**config.mk**
```make
export PLATFORM = sky130hd
export DESIGN_NAME = bar_graph_led_matrix_driver
export DESIGN_NICKNAME = d
export VERILOG_FILES = /design/src/hw/rtl/bgld_pkg.sv /design/src/hw/rtl/bgld_ctrl.sv /design/src/hw/rtl/bgld_dp.sv /design/src/hw/rtl/bar_graph_led_matrix_driver.sv
export SDC_FILE = /design/constraint.sdc
export NUM_CORES = 1
export LEC_CHECK = 0
export BUFFER_PORTS_ARGS = -buffer_cell sky130_fd_sc_hd__buf_4
export CAP_MARGIN = 10
export CORE_UTILIZATION = 50
export DETAILED_ROUTE_END_ITERATION = 12
export PLACE_DENSITY = 0.66
export SYNTH_ARGS = -nofsm -noshare
export SYNTH_HDL_FRONTEND = slang
export SYNTH_SLANG_ARGS = --single-unit
```
**constraint.sdc**
```tcl
create_clock -name clk -period 2.9 [get_ports clk]
set_input_delay 0.58 -clock clk [delete_from_list [all_inputs] [get_ports clk]]
set_output_delay 0.58 -clock clk [all_outputs]
set_load 0.01 [all_outputs]
```
**src/hw/rtl/bgld_pkg.sv**
```systemverilog
package bgld_pkg;

  typedef enum logic [1:0] {
    OP_DRAW  = 2'd0,
    OP_FLUSH = 2'd1,
    OP_CLEAR = 2'd2,
    OP_INIT  = 2'd3
  } op_t;

  localparam logic [3:0] BRIGHT_RESET = 4'd7;

  // last word index of each sequence
  localparam logic [4:0] FRAME_LAST = 5'd31;
  localparam logic [4:0] INIT_LAST  = 5'd19;

  // driver control registers
  localparam logic [3:0] REG_SHUTDOWN  = 4'hC;
  localparam logic [3:0] REG_TEST      = 4'hF;
  localparam logic [3:0] REG_DECODE    = 4'h9;
  localparam logic [3:0] REG_SCANLIMIT = 4'hB;
  localparam logic [3:0] REG_INTENSITY = 4'hA;

  localparam logic [7:0] SHUTDOWN_RUN = 8'h01;
  localparam logic [7:0] SCAN_ALL     = 8'h07;

  typedef struct packed {
    logic       draw;
    logic       clear;
    logic       emit;
    logic       init_seq;
    logic [4:0] word_idx;
    logic       last;
  } ctrl_cmd_t;

  function automatic logic [3:0] init_addr(input logic [2:0] grp);
    logic [3:0] a;
    case (grp)
      3'd0:    a = REG_SHUTDOWN;
      3'd1:    a = REG_TEST;
      3'd2:    a = REG_DECODE;
      3'd3:    a = REG_SCANLIMIT;
      default: a = REG_INTENSITY;
    endcase
    return a;
  endfunction

  function automatic logic [7:0] init_data(input logic [2:0] grp, input logic [3:0] bright);
    logic [7:0] d;
    case (grp)
      3'd0:    d = SHUTDOWN_RUN;
      3'd3:    d = SCAN_ALL;
      3'd4:    d = {4'd0, bright};
      default: d = 8'h00;
    endcase
    return d;
  endfunction

endpackage

```
**src/hw/rtl/bgld_ctrl.sv**
```systemverilog
module bgld_ctrl (
  input  logic                  clk,
  input  logic                  rst,
  input  logic                  cmd_valid,
  output logic                  cmd_stall,
  input  logic [1:0]            op,
  input  logic                  out_free,
  output bgld_pkg::ctrl_cmd_t   cmd
);
  import bgld_pkg::*;

  typedef enum logic [1:0] {
    S_IDLE = 2'b01,
    S_EMIT = 2'b10
  } state_t;

  state_t     state, state_next;
  logic [4:0] cnt, cnt_next;
  logic       is_init, is_init_next;
  logic [4:0] last_idx;

  assign last_idx  = is_init ? INIT_LAST : FRAME_LAST;
  assign cmd_stall = (state != S_IDLE);

  always_comb begin
    state_next   = state;
    cnt_next     = cnt;
    is_init_next = is_init;
    cmd          = '0;
    cmd.word_idx = cnt;
    cmd.init_seq = is_init;
    cmd.last     = (cnt == last_idx);
    unique case (state)
      S_IDLE: begin
        if (cmd_valid) begin
          if (op == OP_DRAW) begin
            cmd.draw = 1'b1;
          end else begin
            cmd.clear    = (op == OP_CLEAR);
            state_next   = S_EMIT;
            cnt_next     = '0;
            is_init_next = (op == OP_INIT);
          end
        end
      end
      S_EMIT: begin
        // advance only when the output register can take a word
        if (out_free) begin
          cmd.emit = 1'b1;
          if (cnt == last_idx) begin
            state_next = S_IDLE;
          end else begin
            cnt_next = cnt + 5'd1;
          end
        end
      end
      default: begin
        state_next = S_IDLE;
      end
    endcase
  end

  always_ff @(posedge clk) begin
    if (rst) begin
      state   <= S_IDLE;
      cnt     <= '0;
      is_init <= 1'b0;
    end else begin
      state   <= state_next;
      cnt     <= cnt_next;
      is_init <= is_init_next;
    end
  end

endmodule

```
**src/hw/rtl/bgld_dp.sv**
```systemverilog
module bgld_dp (
  input  logic                  clk,
  input  logic                  rst,
  input  bgld_pkg::ctrl_cmd_t   cmd,
  input  logic [3:0]            column,
  input  logic [7:0]            bar_height,
  input  logic                  cfg_valid,
  output logic                  cfg_ready,
  input  logic [3:0]            brightness,
  output logic                  out_free,
  output logic                  word_valid,
  input  logic                  word_stall,
  output logic [3:0]            reg_addr,
  output logic [7:0]            reg_data,
  output logic                  latch_after,
  output logic                  last_word
);
  import bgld_pkg::*;

  // entry {module, row}: bit c lights local column c
  logic [7:0] frame [32];
  logic [3:0] bright_q;
  logic [4:0] rd_idx;
  logic [3:0] addr_w;
  logic [7:0] data_w;

  assign cfg_ready = 1'b1;
  assign out_free  = !word_valid || !word_stall;

  // module 3 first, then 2, 1, 0 within each row
  assign rd_idx = {~cmd.word_idx[1:0], cmd.word_idx[4:2]};

  always_comb begin
    if (cmd.init_seq) begin
      addr_w = init_addr(cmd.word_idx[4:2]);
      data_w = init_data(cmd.word_idx[4:2], bright_q);
    end else begin
      addr_w = {1'b0, cmd.word_idx[4:2]} + 4'd1;
      data_w = frame[rd_idx];
    end
  end

  always_ff @(posedge clk) begin
    if (rst) begin
      bright_q <= BRIGHT_RESET;
    end else if (cfg_valid && cfg_ready) begin
      bright_q <= brightness;
    end
  end

  always_ff @(posedge clk) begin
    if (rst || cmd.clear) begin
      for (int i = 0; i < 32; i++) begin
        frame[i] <= '0;
      end
    end else if (cmd.draw) begin
      // bottom module holds the lowest eight pixels, top module the next eight
      for (int p = 0; p < 8; p++) begin
        frame[{1'b1, column[3], 3'(p)}][column[2:0]] <= (bar_height > 8'(p));
        frame[{1'b0, column[3], 3'(p)}][column[2:0]] <= (bar_height > 8'(p + 8));
      end
    end
  end

  always_ff @(posedge clk) begin
    if (rst) begin
      word_valid <= 1'b0;
    end else if (cmd.emit) begin
      word_valid <= 1'b1;
    end else if (!word_stall) begin
      word_valid <= 1'b0;
    end
  end

  always_ff @(posedge clk) begin
    if (cmd.emit) begin
      reg_addr    <= addr_w;
      reg_data    <= data_w;
      latch_after <= (cmd.word_idx[1:0] == 2'b11);
      last_word   <= cmd.last;
    end
  end

endmodule

```
**src/hw/rtl/bar_graph_led_matrix_driver.sv**
```systemverilog
// Bar-graph driver for a 16x16 display of four cascaded 8x8 LED driver modules.
// Command channel (cmd_valid/cmd_stall, op, column, bar_height):
//   draw  - redraw one column's bar in the frame store; emits nothing.
//   flush - emits 32 register words, row by row, farthest module first.
//   clear - zeroes the frame store, then emits the same 32 words as flush.
//   init  - emits the 20 setup words, intensity taken from brightness.
// Word channel (word_valid/word_stall): reg_addr, reg_data, latch_after marks
// every fourth word, last_word marks the final word of a request.
// A taken request is registered into the sequencer, which then loads each word
// into a single output register; words follow one a cycle while the word
// channel is not stalled, and the next request is taken only after the last word. The
// sequencer holds one request at a time; cmd_stall is high while it runs.
// A stall on the word channel holds the output word and freezes the sequencer.
// Configuration (cfg_valid/cfg_ready, brightness) is always ready.
// Reset clears the frame store, sets brightness to 7 and drops any word.
module bar_graph_led_matrix_driver (
  input  logic       clk,
  input  logic       rst,
  input  logic       cmd_valid,
  output logic       cmd_stall,
  input  logic [1:0] op,
  input  logic [3:0] column,
  input  logic [7:0] bar_height,
  input  logic       cfg_valid,
  output logic       cfg_ready,
  input  logic [3:0] brightness,
  output logic       word_valid,
  input  logic       word_stall,
  output logic [3:0] reg_addr,
  output logic [7:0] reg_data,
  output logic       latch_after,
  output logic       last_word
);
  import bgld_pkg::*;

  ctrl_cmd_t cmd;
  logic      out_free;

  bgld_ctrl u_ctrl (
    .clk       (clk),
    .rst       (rst),
    .cmd_valid (cmd_valid),
    .cmd_stall (cmd_stall),
    .op        (op),
    .out_free  (out_free),
    .cmd       (cmd)
  );

  bgld_dp u_dp (
    .clk         (clk),
    .rst         (rst),
    .cmd         (cmd),
    .column      (column),
    .bar_height  (bar_height),
    .cfg_valid   (cfg_valid),
    .cfg_ready   (cfg_ready),
    .brightness  (brightness),
    .out_free    (out_free),
    .word_valid  (word_valid),
    .word_stall  (word_stall),
    .reg_addr    (reg_addr),
    .reg_data    (reg_data),
    .latch_after (latch_after),
    .last_word   (last_word)
  );

endmodule

```
# == Word-level counts from Yosys, hierarchy flattened ==
# Memories as Yosys holds them, arrays and structs flattened.
# Cells that the tools add are included.
# totals
reg_bits,27
ram_bits,256
inputBits,23
output_inout_bits,17
word_cells,154
n_memories,1
# classes
n_addsub,2
order_cmp,18
eq_ne,17
muxes,78
bitwise_logic,2
n_reduce_logical,27
# mem_list
memory,words,word_bits,rd,rd_clocked_by_memory_dff,wr,line_no,rtl
u_dp.frame,32,8,1,0,32,bgld_dp.sv:21,logic [7:0] frame [32];
# op_table
op,n
8-bit 2-to-1 mux,34
8-bit OR reduction,16
5-bit 2-to-1 mux,20
"8-bit by 4-bit greater-than comparator with 1-bit output, second input constant",8
"8-bit by 3-bit greater-than comparator with 1-bit output, second input constant",4
"8-bit by 1-bit greater-than comparator with 1-bit output, second input constant",2
"8-bit by 2-bit greater-than comparator with 1-bit output, second input constant",2
2-bit 2-to-1 mux,6
3-bit case mux with 4 select lines,1
4-bit case mux with 3 select lines,1
1-bit 2-to-1 mux,11
5-bit case mux with 2 select lines,1
"2-bit == test, second input constant",4
4-bit 2-to-1 mux,2
"2-bit != test, second input constant",4
"3-bit by 2-bit == test with 1-bit output, second input constant",2
"2-bit by 1-bit != test with 1-bit output, second input constant",3
"5-bit by 1-bit adder with 5-bit output, second input constant",1
5-bit == test,1
5-bit AND reduction,1
"3-bit by 1-bit adder with 4-bit output, second input constant",1
"3-bit by 4-bit < comparator with 1-bit output, second input constant",1
2-bit case mux with 2 select lines,1
4-bit AND reduction,1
14 further kinds,16

# == Longest topological paths before layout ==
# Gate-level depths: netlist (run 1).
# depth
depth_word,9
mapped_depth,8
ltp_nobuf,6

# == Cells and area by module ==
# From an unflattened synthesis (run 1), not the netlist that was laid out.
# hier_totals
cells_unflattened,917
area_unflattened_um2,12639.6
# by_module_without_submodules
module,n_inst,cells_per_inst,area_per_inst_um2,seq_area_each_um2
bgld_dp,1,860,12155.4,8207.9
bgld_ctrl,1,57,484.2,160.2

# == Least setup slack after synthesis (run 1) ==
# Ideal clock, no wire load.
# synth_timing
kind,input -> register
start,input op[1]
end,memory u_dp.frame[10][4] (enable)
setup_time_ps,372
t_arrival_ps,2147
t_required_ps,2528
path_slack_ps,381
cell_stages,6
n_path_buf,1
path_cell_list,nor2_1 -> nand4b_2 -> nor3_1 -> nand3_2 -> buf_4 -> nand2_1
# synth_rtl
item,line_no,rtl
from (decl),bar_graph_led_matrix_driver.sv:21,"input logic [1:0] op,"
to (decl),bgld_dp.sv:21,

# == Final worst setup path (run 1) ==
# layout_timing
start,register u_ctrl.cnt[2]
end,"register u_dp.reg_data[0], data pin"
# layout_via
elab_chain_cells,3
elab_cells_between_ends,6
cone_classes,eq/ne (2); mux (2); reduce/logical (1); memory (1)
# layout_rtl
item,line_no,rtl
from (decl),bgld_ctrl.sv:18,"logic [4:0] cnt, cnt_next;"
from (signal assigned),bgld_ctrl.sv:70,cnt <= cnt_next;
branches (longest 2 deep; another with memory 32 x 8 bit),-,
8-bit 2-to-1 mux *,bgld_dp.sv:34,if (cmd.init_seq) begin
via u_dp.data_w[0],bgld_dp.sv:25,logic [7:0] data_w;
to (signal assigned),bgld_dp.sv:78,reg_data <= data_w;
to (decl),bgld_dp.sv:14,"output logic [7:0] reg_data,"
# Mark *: on every way through the listed nets, which the timed path passes.
# A chain may end at the register's enable or synchronous reset.

==> metrics.md, run 1 <==
| Metric | Value |
|---|---|
| Multi-input gate area | `3840 µm²` |
| Worst setup margin | `0.397 ns` |
| WS Path Type | `reg -> reg` |
| Setup-failing EPs final | `0` |
| Crit path largest cell delay | `0.71 ns` |
| Ys flop type | `edfxtp_1` |
| Final Max Slew Viols | `0` |
| Finished Core Util | `58.7%` |
| Synth area leaders | `edfxtp_1 65%, mux4_2 11%, nor2_1 8.3%` |
| RSZ-0062 raised after global routing | `false` |
| Fillers | `1920` |
| Flop2flop setup slack | `0.40 ns` |
| Die width | `160 µm` |
| CTS Buf Count | `28` |
| Final hold violations | `0` |
| Max Fanout on Critical Path | `29` |
| Syn_area_per_cell | `14.0 µm²` |
| Crit path cell chain | `buf_12 -> buf_4 -> mux4_2 -> a22oi_1 -> nand2_1 -> a21oi_1 -> nor2_1` |
| First-pass GRT wire length | `44400 µm` |
| Setup slack at placement | `0.397 ns` |
| Async set or reset register ratio after synthesis | `0%` |
| WL final | `28800 µm` |
| Worst Clk Skew | `0.0282 ns` |
| CP startpoint | `u_ctrl.cnt[2]$_SDFFE_PP0P_` |
| Fmax | `400 MHz` |
| Clk buf depth | `3` |
| Mapped Area | `12500 µm²` |
| Mapped Nets | `924` |
| Final TNS setup | `0 ns` |
| Iter 0 DRT Violations | `658` |
| #FFs+latches synth | `283` |
| Num rows | `57` |
| Layout cell share with drive strength beyond 1 | `24.4%` |
| Detailed Routing Iterations Pass 1 | `5` |
| Total GRT Usage | `22.9%` |
| Via count | `7717` |
| CTS tree | `yes` |
| Synth cell types | `58` |
| Maximum VDD drop | `0.501 mV` |
| Nets | `995` |
| Root Driver | `clkbuf_16` |
| Number of I/O port buffers | `38` |
| Storage element area | `8380 µm²` |
| Post-CTS Setup Repair Bufs | `0` |
| Crit. End Element | `flip-flop` |
| Reg clk slew, reported paths | `0.06 ns` |
| Cell with the most instances after synthesis | `nor2_1` |
| # IOs | `40` |
| Hold crit path type | `in -> reg` |
| Min-delay src | `brightness[2]` |
| Clock latency on the worst-skew pair | `0.56 ns` |
| GRT overflow | `0` |
| WL/cell | `22.0 µm` |
| Top post-synthesis cells by count | `277 x nor2_1, 270 x edfxtp_1, 61 x mux4_2` |
| Worst slew margin | `54.0%` |
| Core Area | `24500 µm²` |
| Drt drc | `0` |
| Die Footprint | `25700 µm²` |
| Max-cap violation count | `0` |
| Vias per inst | `5.89` |
| Mapped Cells | `896` |
| Number of synthesized flops with an enable pin | `270` |
| Hold depth | `2` |
| Req. time, crit path | `3.22 ns` |
| Largest net degree at the start of global routing | `37` |
| Critical Path AT | `2.82 ns` |
| Largest area contributor in the netlist | `edfxtp_1` |
| Status | `complete, no violations` |
| Starting Density | `51.3%` |
| TritonCTS Sinks | `283` |
| Die height | `160 µm` |
| Startpoint types | `flip-flop` |
| Number of global-route vias before repair | `7617` |
| Critical path's slowest cell | `dfxtp_4` |
| Actual slew at the worst max-slew pin | `0.690 ns` |
| Reg2reg start | `u_ctrl.cnt[2]$_SDFFE_PP0P_` |
| Sequential area share after synthesis | `66.7%` |
| Routability congestion estimate | `0.793` |
| Leak | `5.39 nW` |
| Hold Buf Count CTS | `0` |
| Critical Path Sink | `u_dp.reg_data[0]$_DFFE_PP_` |
| Synth top area share | `64.6%` |
| Area Overhead vs Synth | `14.5%` |
| Part of the cycle the worst path needs | `86.3%` |
| Cts repair resizes | `0` |
| Crit path time final | `2.50 ns` |
| Synth Warn # | `0` |
| N_diodes | `0` |
| Htree depth | `1` |
| Reg2Reg Depth | `7` |
| Hpwl dp | `18100 µm` |
| RR Endpoint | `u_dp.reg_data[0]$_DFFE_PP_` |
| Antenna-violating nets left | `0` |
| Initial antenna violation count | `0` |
| PD cells | `606 nW/µm²` |
==> area by class of cell <==
cell class                 count  share of cell area, %
timing repair buffer         111                   5.98
tap                          324                   2.82
sequential                   283                   58.3
clock inverter                17                   1.03
clock buffer                  33                   5.01
inverter                       6                  0.157
multi-input combinational    537                   26.7
==> metrics by stage <==
step / hold slack [ns] / cell area [µm²] / total power [mW] / instances
2_1_floorplan: 0.460 / 12500 / 5.12 / 896
3_3_place_gp: 0.477 / 13500 / 5.31 / 1261
3_5_place_dp: 0.480 / 13500 / 5.33 / 1261
4_1_cts: 0.221 / 14400 / 8.75 / 1311
5_1_grt: 0.226 / 14400 / 8.96 / 1311
6_report: 0.233 / 14400 / 8.71 / 1311
==> cell families (layout without fill, tap and decap cells) <==
| group | Yosys count | after routing | share of synthesized area, % |
|---|---|---|---|
| AND/OR/NAND/NOR | 375 | 375 | 12.8 |
| flip-flops | 283 | 283 | 66.7 |
| multiplexers | 86 | 86 | 13.0 |
| buffers and inverters | 76 | 167 | 3.05 |
| AO/OA/AOI/OAI | 70 | 70 | 3.96 |
| adder cells (fa/ha/maj) | 5 | 5 | 0.499 |
| other | 1 | 1 | 0.0299 |
==> sequential cells by signal, indices dropped and copies added, names as in the netlist <==
signal and flops:
u_ctrl.state 2, u_dp.latch_after 1, u_ctrl.cnt 5, u_dp.frame 256
u_dp.reg_addr 4, u_dp.reg_data 8, u_ctrl.is_init 1, u_dp.word_valid 1
u_dp.bright_q 4, u_dp.last_word 1
==> worst max-delay path: cells and delay by family (launching register included) <==
| family | cells | cell delay (ns) |
|---|---|---|
| and+or+nand+nor | 2 | 0.15 |
| muxes | 1 | 0.50 |
| buffers and inverters | 2 | 0.43 |
| DFF | 1 | 0.71 |
| AOI/OAI and AO/OA | 2 | 0.45 |
==> worst min-delay path by stage <==
| stage | end | slack, ns |
|---|---|---|
| after floorplan | u_dp.bright_q[3]$_SDFFE_PP0P_ | 0.46 |
| after global placement | u_dp.word_valid$_SDFFE_PP0P_ | 0.48 |
| after detailed placement | u_dp.word_valid$_SDFFE_PP0P_ | 0.48 |
| after CTS | u_dp.bright_q[2]$_SDFFE_PP1P_ | 0.22 |
| after global routing | u_dp.bright_q[2]$_SDFFE_PP1P_ | 0.23 |
| final | u_dp.bright_q[2]$_SDFFE_PP1P_ | 0.23 |
==> layer usage <==
layer  part of all wire (%)  global-route usage [%]  vias to the layer above
met2                     48                    36.4                      264
met5                      0                       0                        -
met3                    6.7                    4.00                       63
met4                    3.1                    7.58                        0
li1                       -                       -                     3439
met1                     42                    32.2                     3951
==> layout by cell type, fill, tap and decap left out, types with 12 or more instances in the layout <==
master	instances
clkbuf_16	28
nand3_1	12
nor2_1	277
nor2b_1	18
buf_4	109
mux4_2	61
edfxtp_1	270
mux2i_1	24
nand2_1	37
==> power by group <==
group	total [mW]	leakage, nW	switching (mW)	internal (mW)
Sequential	4.75	2.91	0.0609	4.69
Combinational	0.485	2.05	0.294	0.191
Clock	3.47	0.428	1.52	1.95
Total	8.71	5.39	1.88	6.83
No activity file was read; power rests on OpenSTA's default activity.
==> run 2: changes to the inputs <==
clock period = 3.1 ns   (was 2.9 ns; I/O delays follow)
==> run 2 against run 1 <==
  * Sequential share of layout area about the same
  * Via count decreased by 2.0%
  * Non-clock buffer count is 17 lower
  * Worst hold slack better by 0.053 ns
  * Critical endpoint is now u_dp.reg_data[2]$_DFFE_PP_
  * Critical path type unchanged
  * Largest cell class unchanged
  * Fmax decreased by 2.3%
  * Clock power rose by 5%
==> metrics.md, run 2 (same netlist as run 1, synthesis figures left out) <==
| Metric | Value |
|---|---|
| Status | `complete, no violations` |
| TritonCTS Sinks | `283` |
| Reg2reg start | `u_ctrl.cnt[2]$_SDFFE_PP0P_` |
| Final hold violations | `0` |
| Total GRT Usage | `23.0%` |
| Cell area after layout | `14400 µm²` |
| Regs by FF count | `u_dp.frame (256), u_dp.reg_data (8), u_ctrl.cnt (5)` |
| Worst slew margin | `52.2%` |
| Die Footprint | `25700 µm²` |
| Worst setup margin | `0.537 ns` |
| Core Area | `24500 µm²` |
| DP Area | `13400 µm²` |
| First-pass GRT wire length | `44300 µm` |
| Hpwl dp | `17700 µm` |
| Startpoint types | `flip-flop` |
| Crit path time final | `2.56 ns` |
| Final TNS setup | `0 ns` |
| Reg clk slew, reported paths | `0.06 ns` |
| Root Driver | `clkbuf_16` |
| Final Max Slew Viols | `0` |
| Part of the cycle the worst path needs | `82.7%` |
| WL final | `28700 µm` |
| Maximum VDD drop | `0.395 mV` |
| Clk buf depth | `3` |
| Number of global-route vias before repair | `7359` |
| Nets | `979` |
| Hold crit path type | `in -> reg` |
| Cts repair resizes | `0` |
| Layout cell share with drive strength beyond 1 | `22.9%` |
| Setup-failing EPs final | `0` |
| Post-CTS Setup Repair Bufs | `0` |
| Flop2flop setup slack | `0.54 ns` |
| Via count | `7563` |
| CTS Buf Count | `29` |
| Reg2Reg Depth | `6` |
| Count of non-filler cells in the finished layout | `1296` |
| Most frequent cells in the layout | `277 x nor2_1, 270 x edfxtp_1, 92 x buf_4` |
| PD cells | `594 nW/µm²` |
| Crit. End Element | `flip-flop` |
| Die height | `160 µm` |
| Crit path cell chain | `buf_12 -> mux4_2 -> a22oi_1 -> nand2_1 -> a21oi_1 -> nor2_1` |
| WHS Endpoint | `u_dp.bright_q[1]$_SDFFE_PP1P_` |
| RSZ-0062 raised after global routing | `false` |
| Vias per inst | `5.84` |
| Clock latency on the worst-skew pair | `0.55 ns` |
| Crit path largest cell delay | `0.77 ns` |
| Routability congestion estimate | `0.776` |
| Leak | `5.35 nW` |
| N_diodes | `0` |
| Critical path's slowest cell | `dfxtp_4` |
| Starting Density | `51.3%` |
| Setup slack at placement | `0.422 ns` |
| Max Fanout on Critical Path | `31` |
| Htree depth | `1` |
| Worst Clk Skew | `0.0109 ns` |
| Die width | `160 µm` |
| Most common cell after layout, fill and taps aside | `nor2_1` |
| Min-delay src | `brightness[1]` |
| Iter 0 DRT Violations | `663` |
| Hold Buf Count CTS | `0` |
| Max reg flops | `256` |
| Fillers | `1926` |
| Max-cap violation count | `0` |
| Initial antenna violation count | `0` |
| CTS tree | `yes` |
| Top reg by flops | `u_dp.frame` |
| Area Overhead vs Synth | `14.4%` |
| WL/cell | `22.1 µm` |
| Req. time, crit path | `3.40 ns` |
| WS Path Type | `reg -> reg` |
| GRT overflow | `0` |
| Hold depth | `2` |
| Actual slew at the worst max-slew pin | `0.715 ns` |
| Largest net degree at the start of global routing | `40` |
| # IOs | `40` |
| RR Endpoint | `u_dp.reg_data[2]$_DFFE_PP_` |
| Number of I/O port buffers | `38` |
| Post-Place Cells | `1244` |
| Num rows | `57` |
| Critical Path AT | `2.86 ns` |
| Detailed Routing Iterations Pass 1 | `5` |
| Antenna-violating nets left | `0` |
| Drt drc | `0` |
| Fmax | `390 MHz` |
-- run 2: worst max-delay path by stage --
stage	endpoint	slack, ns	depth (start not counted)	from
2_1_floorplan	u_dp.frame[10][4]$_SDFFCE_PN0P_	0.54	6	op[1]
3_3_place_gp	u_dp.frame[7][4]$_SDFFCE_PN0P_	0.48	7	op[1]
3_5_place_dp	u_dp.frame[10][0]$_SDFFCE_PN0P_	0.42	7	op[1]
4_1_cts	u_dp.reg_data[2]$_DFFE_PP_	0.52	6	u_ctrl.cnt[2]$_SDFFE_PP0P_
5_1_grt	u_dp.reg_data[2]$_DFFE_PP_	0.34	6	u_ctrl.cnt[2]$_SDFFE_PP0P_
6_report	u_dp.reg_data[2]$_DFFE_PP_	0.54	6	u_ctrl.cnt[2]$_SDFFE_PP0P_
-- run 2: area by class of cell --
cell class / count / area, µm² / area share, %
clock buffer: 37 / 756 / 5.26
timing repair buffer: 94 / 731 / 5.09
inverter: 6 / 22.5 / 0.157
multi-input combinational: 537 / 3840 / 26.7
tap: 324 / 405 / 2.82
sequential: 283 / 8380 / 58.4
clock inverter: 15 / 228 / 1.59
-- run 2: report_power, final --
| group | switching [mW] | internal (mW) | total, mW |
|---|---|---|---|
| registers | 0.0571 | 4.39 | 4.45 |
| logic | 0.275 | 0.167 | 0.442 |
| clock network | 1.42 | 2.21 | 3.63 |
| total | 1.75 | 6.77 | 8.52 |
-- run 2: layer usage --
layer	track usage (%)	part of all wire [%]	vias up
met5	0	0	-
met2	36.9	48	278
li1	-	-	3410
met4	5.89	2.0	0
met1	33.0	42	3836
met3	3.85	7.7	39
-- run 2: through the flow --
step / util (%) / total power [mW] / hold slack, ns
final: 58.7 / 8.52 / 0.286
after global placement: 54.7 / 4.96 / 0.485
after global routing: 58.7 / 8.77 / 0.271
after detailed placement: 54.7 / 4.97 / 0.489
after floorplan: - / 4.79 / 0.460
after CTS: 58.7 / 8.57 / 0.267
-- run 2: worst max-delay path: cells and delay by family (launching register included) --
kind                   cells  cell delay [ns]
AND/OR/NAND/NOR            2             0.16
flip-flops                 1             0.77
multiplexers               1             0.53
buffers and inverters      1             0.30
AO/OA/AOI/OAI              2             0.52
==> run 3: changes to the inputs <==
PLACE_DENSITY = 0.69   (was 0.66)
clock period = 2.1 ns   (was 3.1 ns; I/O delays follow)
==> run 3 against run 2 <==
  * Clock power increased by 50%
  * Final area increased by 8.2%
  * Critical endpoint is now u_dp.reg_data[7]$_SDFFCE_PP0P_
  * Critical path depth decreased by 1
  * Sequential share of layout area decreased by 4.4 points
  * Die area unchanged
  * Combinational power increased by 86%
  * Critical path type unchanged
  * Register-to-register slack got worse by 0.54 ns
  * Highest routed layer unchanged
  * Via count increased by 5.8%
==> metrics.md, run 3 (same netlist as run 1, synthesis figures left out) <==
| Metric | Value |
|---|---|
| Max reg flops | `256` |
| CTS Buf Count | `30` |
| Layout cell share with drive strength beyond 1 | `32.5%` |
| PD cells | `827 nW/µm²` |
| N_diodes | `0` |
| Final TNS setup | `0 ns` |
| Setup-failing EPs final | `0` |
| Area Overhead vs Synth | `23.9%` |
| Crit. End Element | `flip-flop` |
| WL/cell | `22.4 µm` |
| Fmax | `476 MHz` |
| Vias per inst | `5.81` |
| Htree depth | `1` |
| Max Fanout on Critical Path | `10` |
| Actual slew at the worst max-slew pin | `0.497 ns` |
| Critical Path AT | `2.40 ns` |
| Crit path time final | `2.10 ns` |
| Core Area | `24500 µm²` |
| Starting Density | `51.3%` |
| Number of global-route vias before repair | `8071` |
| Via count | `7998` |
| Most common cell after layout, fill and taps aside | `nor2_1` |
| Num rows | `57` |
| Hold slack | `0.0724 ns` |
| Critical path's slowest cell | `mux4_2` |
| Number of I/O port buffers | `38` |
| Reg clk slew, reported paths | `0.06 ns` |
| CP dominant cell by count | `mux4_2` |
| Min-delay src | `brightness[0]` |
| Clock latency on the worst-skew pair | `0.55 ns` |
| Die Footprint | `25700 µm²` |
| WS Path Type | `reg -> reg` |
| TritonCTS Sinks | `283` |
| First-pass GRT wire length | `46600 µm` |
| Clk buf depth | `3` |
| Final hold violations | `0` |
| Die width | `160 µm` |
| Root Driver | `clkbuf_16` |
| Largest net degree at the start of global routing | `23` |
| Hold crit path type | `in -> reg` |
| Detailed Routing Iterations Pass 1 | `5` |
| Worst Path Buf+Inv | `1` |
| Top reg by flops | `u_dp.frame` |
| Hpwl dp | `19700 µm` |
| WL final | `30800 µm` |
| Iter 0 DRT Violations | `806` |
| Startpoint types | `flip-flop` |
| Max-cap violation count | `0` |
| CTS tree | `yes` |
| Most frequent cells in the layout | `275 x nor2_1, 270 x edfxtp_1, 135 x buf_4` |
| Family with the most delay on the worst path | `multiplexers` |
| Antenna-violating nets left | `0` |
| Crit path cell chain | `buf_12 -> mux4_2 -> mux4_2 -> o21ai_2 -> nor3_2` |
| Initial antenna violation count | `0` |
| Routability congestion estimate | `0.814` |
| RSZ-0062 raised after global routing | `true` |
| Nets | `1056` |
| Maximum VDD drop | `0.601 mV` |
| Regs by FF count | `u_dp.frame (256), u_dp.reg_data (8), u_ctrl.cnt (5)` |
| Worst slew margin | `66.8%` |
| Crit path largest cell delay | `0.53 ns` |
| # IOs | `40` |
| Die height | `160 µm` |
| Worst Clk Skew | `0.0172 ns` |
| GRT overflow | `0` |
| CP startpoint | `u_ctrl.cnt[2]$_SDFFE_PP0P_` |
| Reg2reg start | `u_ctrl.cnt[2]$_SDFFE_PP0P_` |
| Req. time, crit path | `2.40 ns` |
| Total GRT Usage | `24.5%` |
| Part of the cycle the worst path needs | `100%` |
| Final Max Slew Viols | `0` |
| Status | `complete, no violations` |
| Drt drc | `0` |
| Leak | `5.92 nW` |
==> run 3: changes by cell type in the layout (fill, tap and decap cells not counted), sizes merged <==
cell,previous run,this run
clkbuf,37,33
buf,94,169
clkinv,9,17
bufinv,6,5
clkinvlp,0,2
==> run 3: worst reg2reg max path: stages, from the launching register on <==
cell,delay [ns]
dfxtp_4,0.42
buf_12,0.17
mux4_2,0.54
mux4_2,0.49
o21ai_2,0.16
nor3_2,0.07
==> run 3: path summary, 6_finish.rpt <==
path / cells after the start / slack (ns) / end
worst max-delay path: 5 / 0.001 / u_dp.reg_data[7]$_SDFFCE_PP0P_
worst min-delay path: 2 / 0.07 / u_dp.bright_q[0]$_SDFFE_PP1P_
worst max register to register: 5 / 0.001 / u_dp.reg_data[7]$_SDFFCE_PP0P_
worst min register to register: 2 / 0.49 / u_dp.word_valid$_SDFFE_PP0P_
==> run 3: repair_timing <==
action                                 CTS  global route
pin swaps                                0             3
gates resized for setup                  8            21
cloned                                   1             1
hold buffers                             0             0
endpoints found under the hold margin    0             0
setup endpoints to repair                8            10
setup buffers                            4            12
==> run 3: power breakdown <==
group / leakage (nW) / total (mW) / internal (mW) / switching (mW)
logic: 2.50 / 0.822 / 0.363 / 0.459
clock network: 0.510 / 5.46 / 3.29 / 2.17
registers: 2.91 / 6.56 / 6.48 / 0.0840
==> run 3: layout make-up <==
type | instances | area [µm²]
timing repair buffer | 170 | 1710
tap | 324 | 405
fill | 1750 | 8930
sequential | 283 | 8380
inverter | 6 | 22.5
clock buffer | 32 | 779
multi-input combinational | 537 | 4000
clock inverter | 24 | 248
==> run 3: per-stage QoR <==
stage	power, mW	utilization (%)	cells	setup WS, ns	instance area [µm²]
6_report	12.8	63.5	1376	0.000975	15500
5_1_grt	13.2	63.5	1376	-0.0935	15500
4_1_cts	12.9	62.6	1363	-0.00271	15300
3_5_place_dp	7.47	58.1	1302	-0.0613	14200
3_3_place_gp	7.44	58.1	1302	-0.0834	14200
2_1_floorplan	7.07	-	896	-0.0893	12600
==> run 3: metal layers <==
metal | track usage (%) | vias to the layer above | part of all wire, %
li1 | - | 3579 | -
met1 | 34.3 | 3982 | 40
met2 | 40.0 | 376 | 49
met3 | 3.18 | 61 | 8.4
met4 | 7.92 | 0 | 3.0
met5 | 0 | - | 0
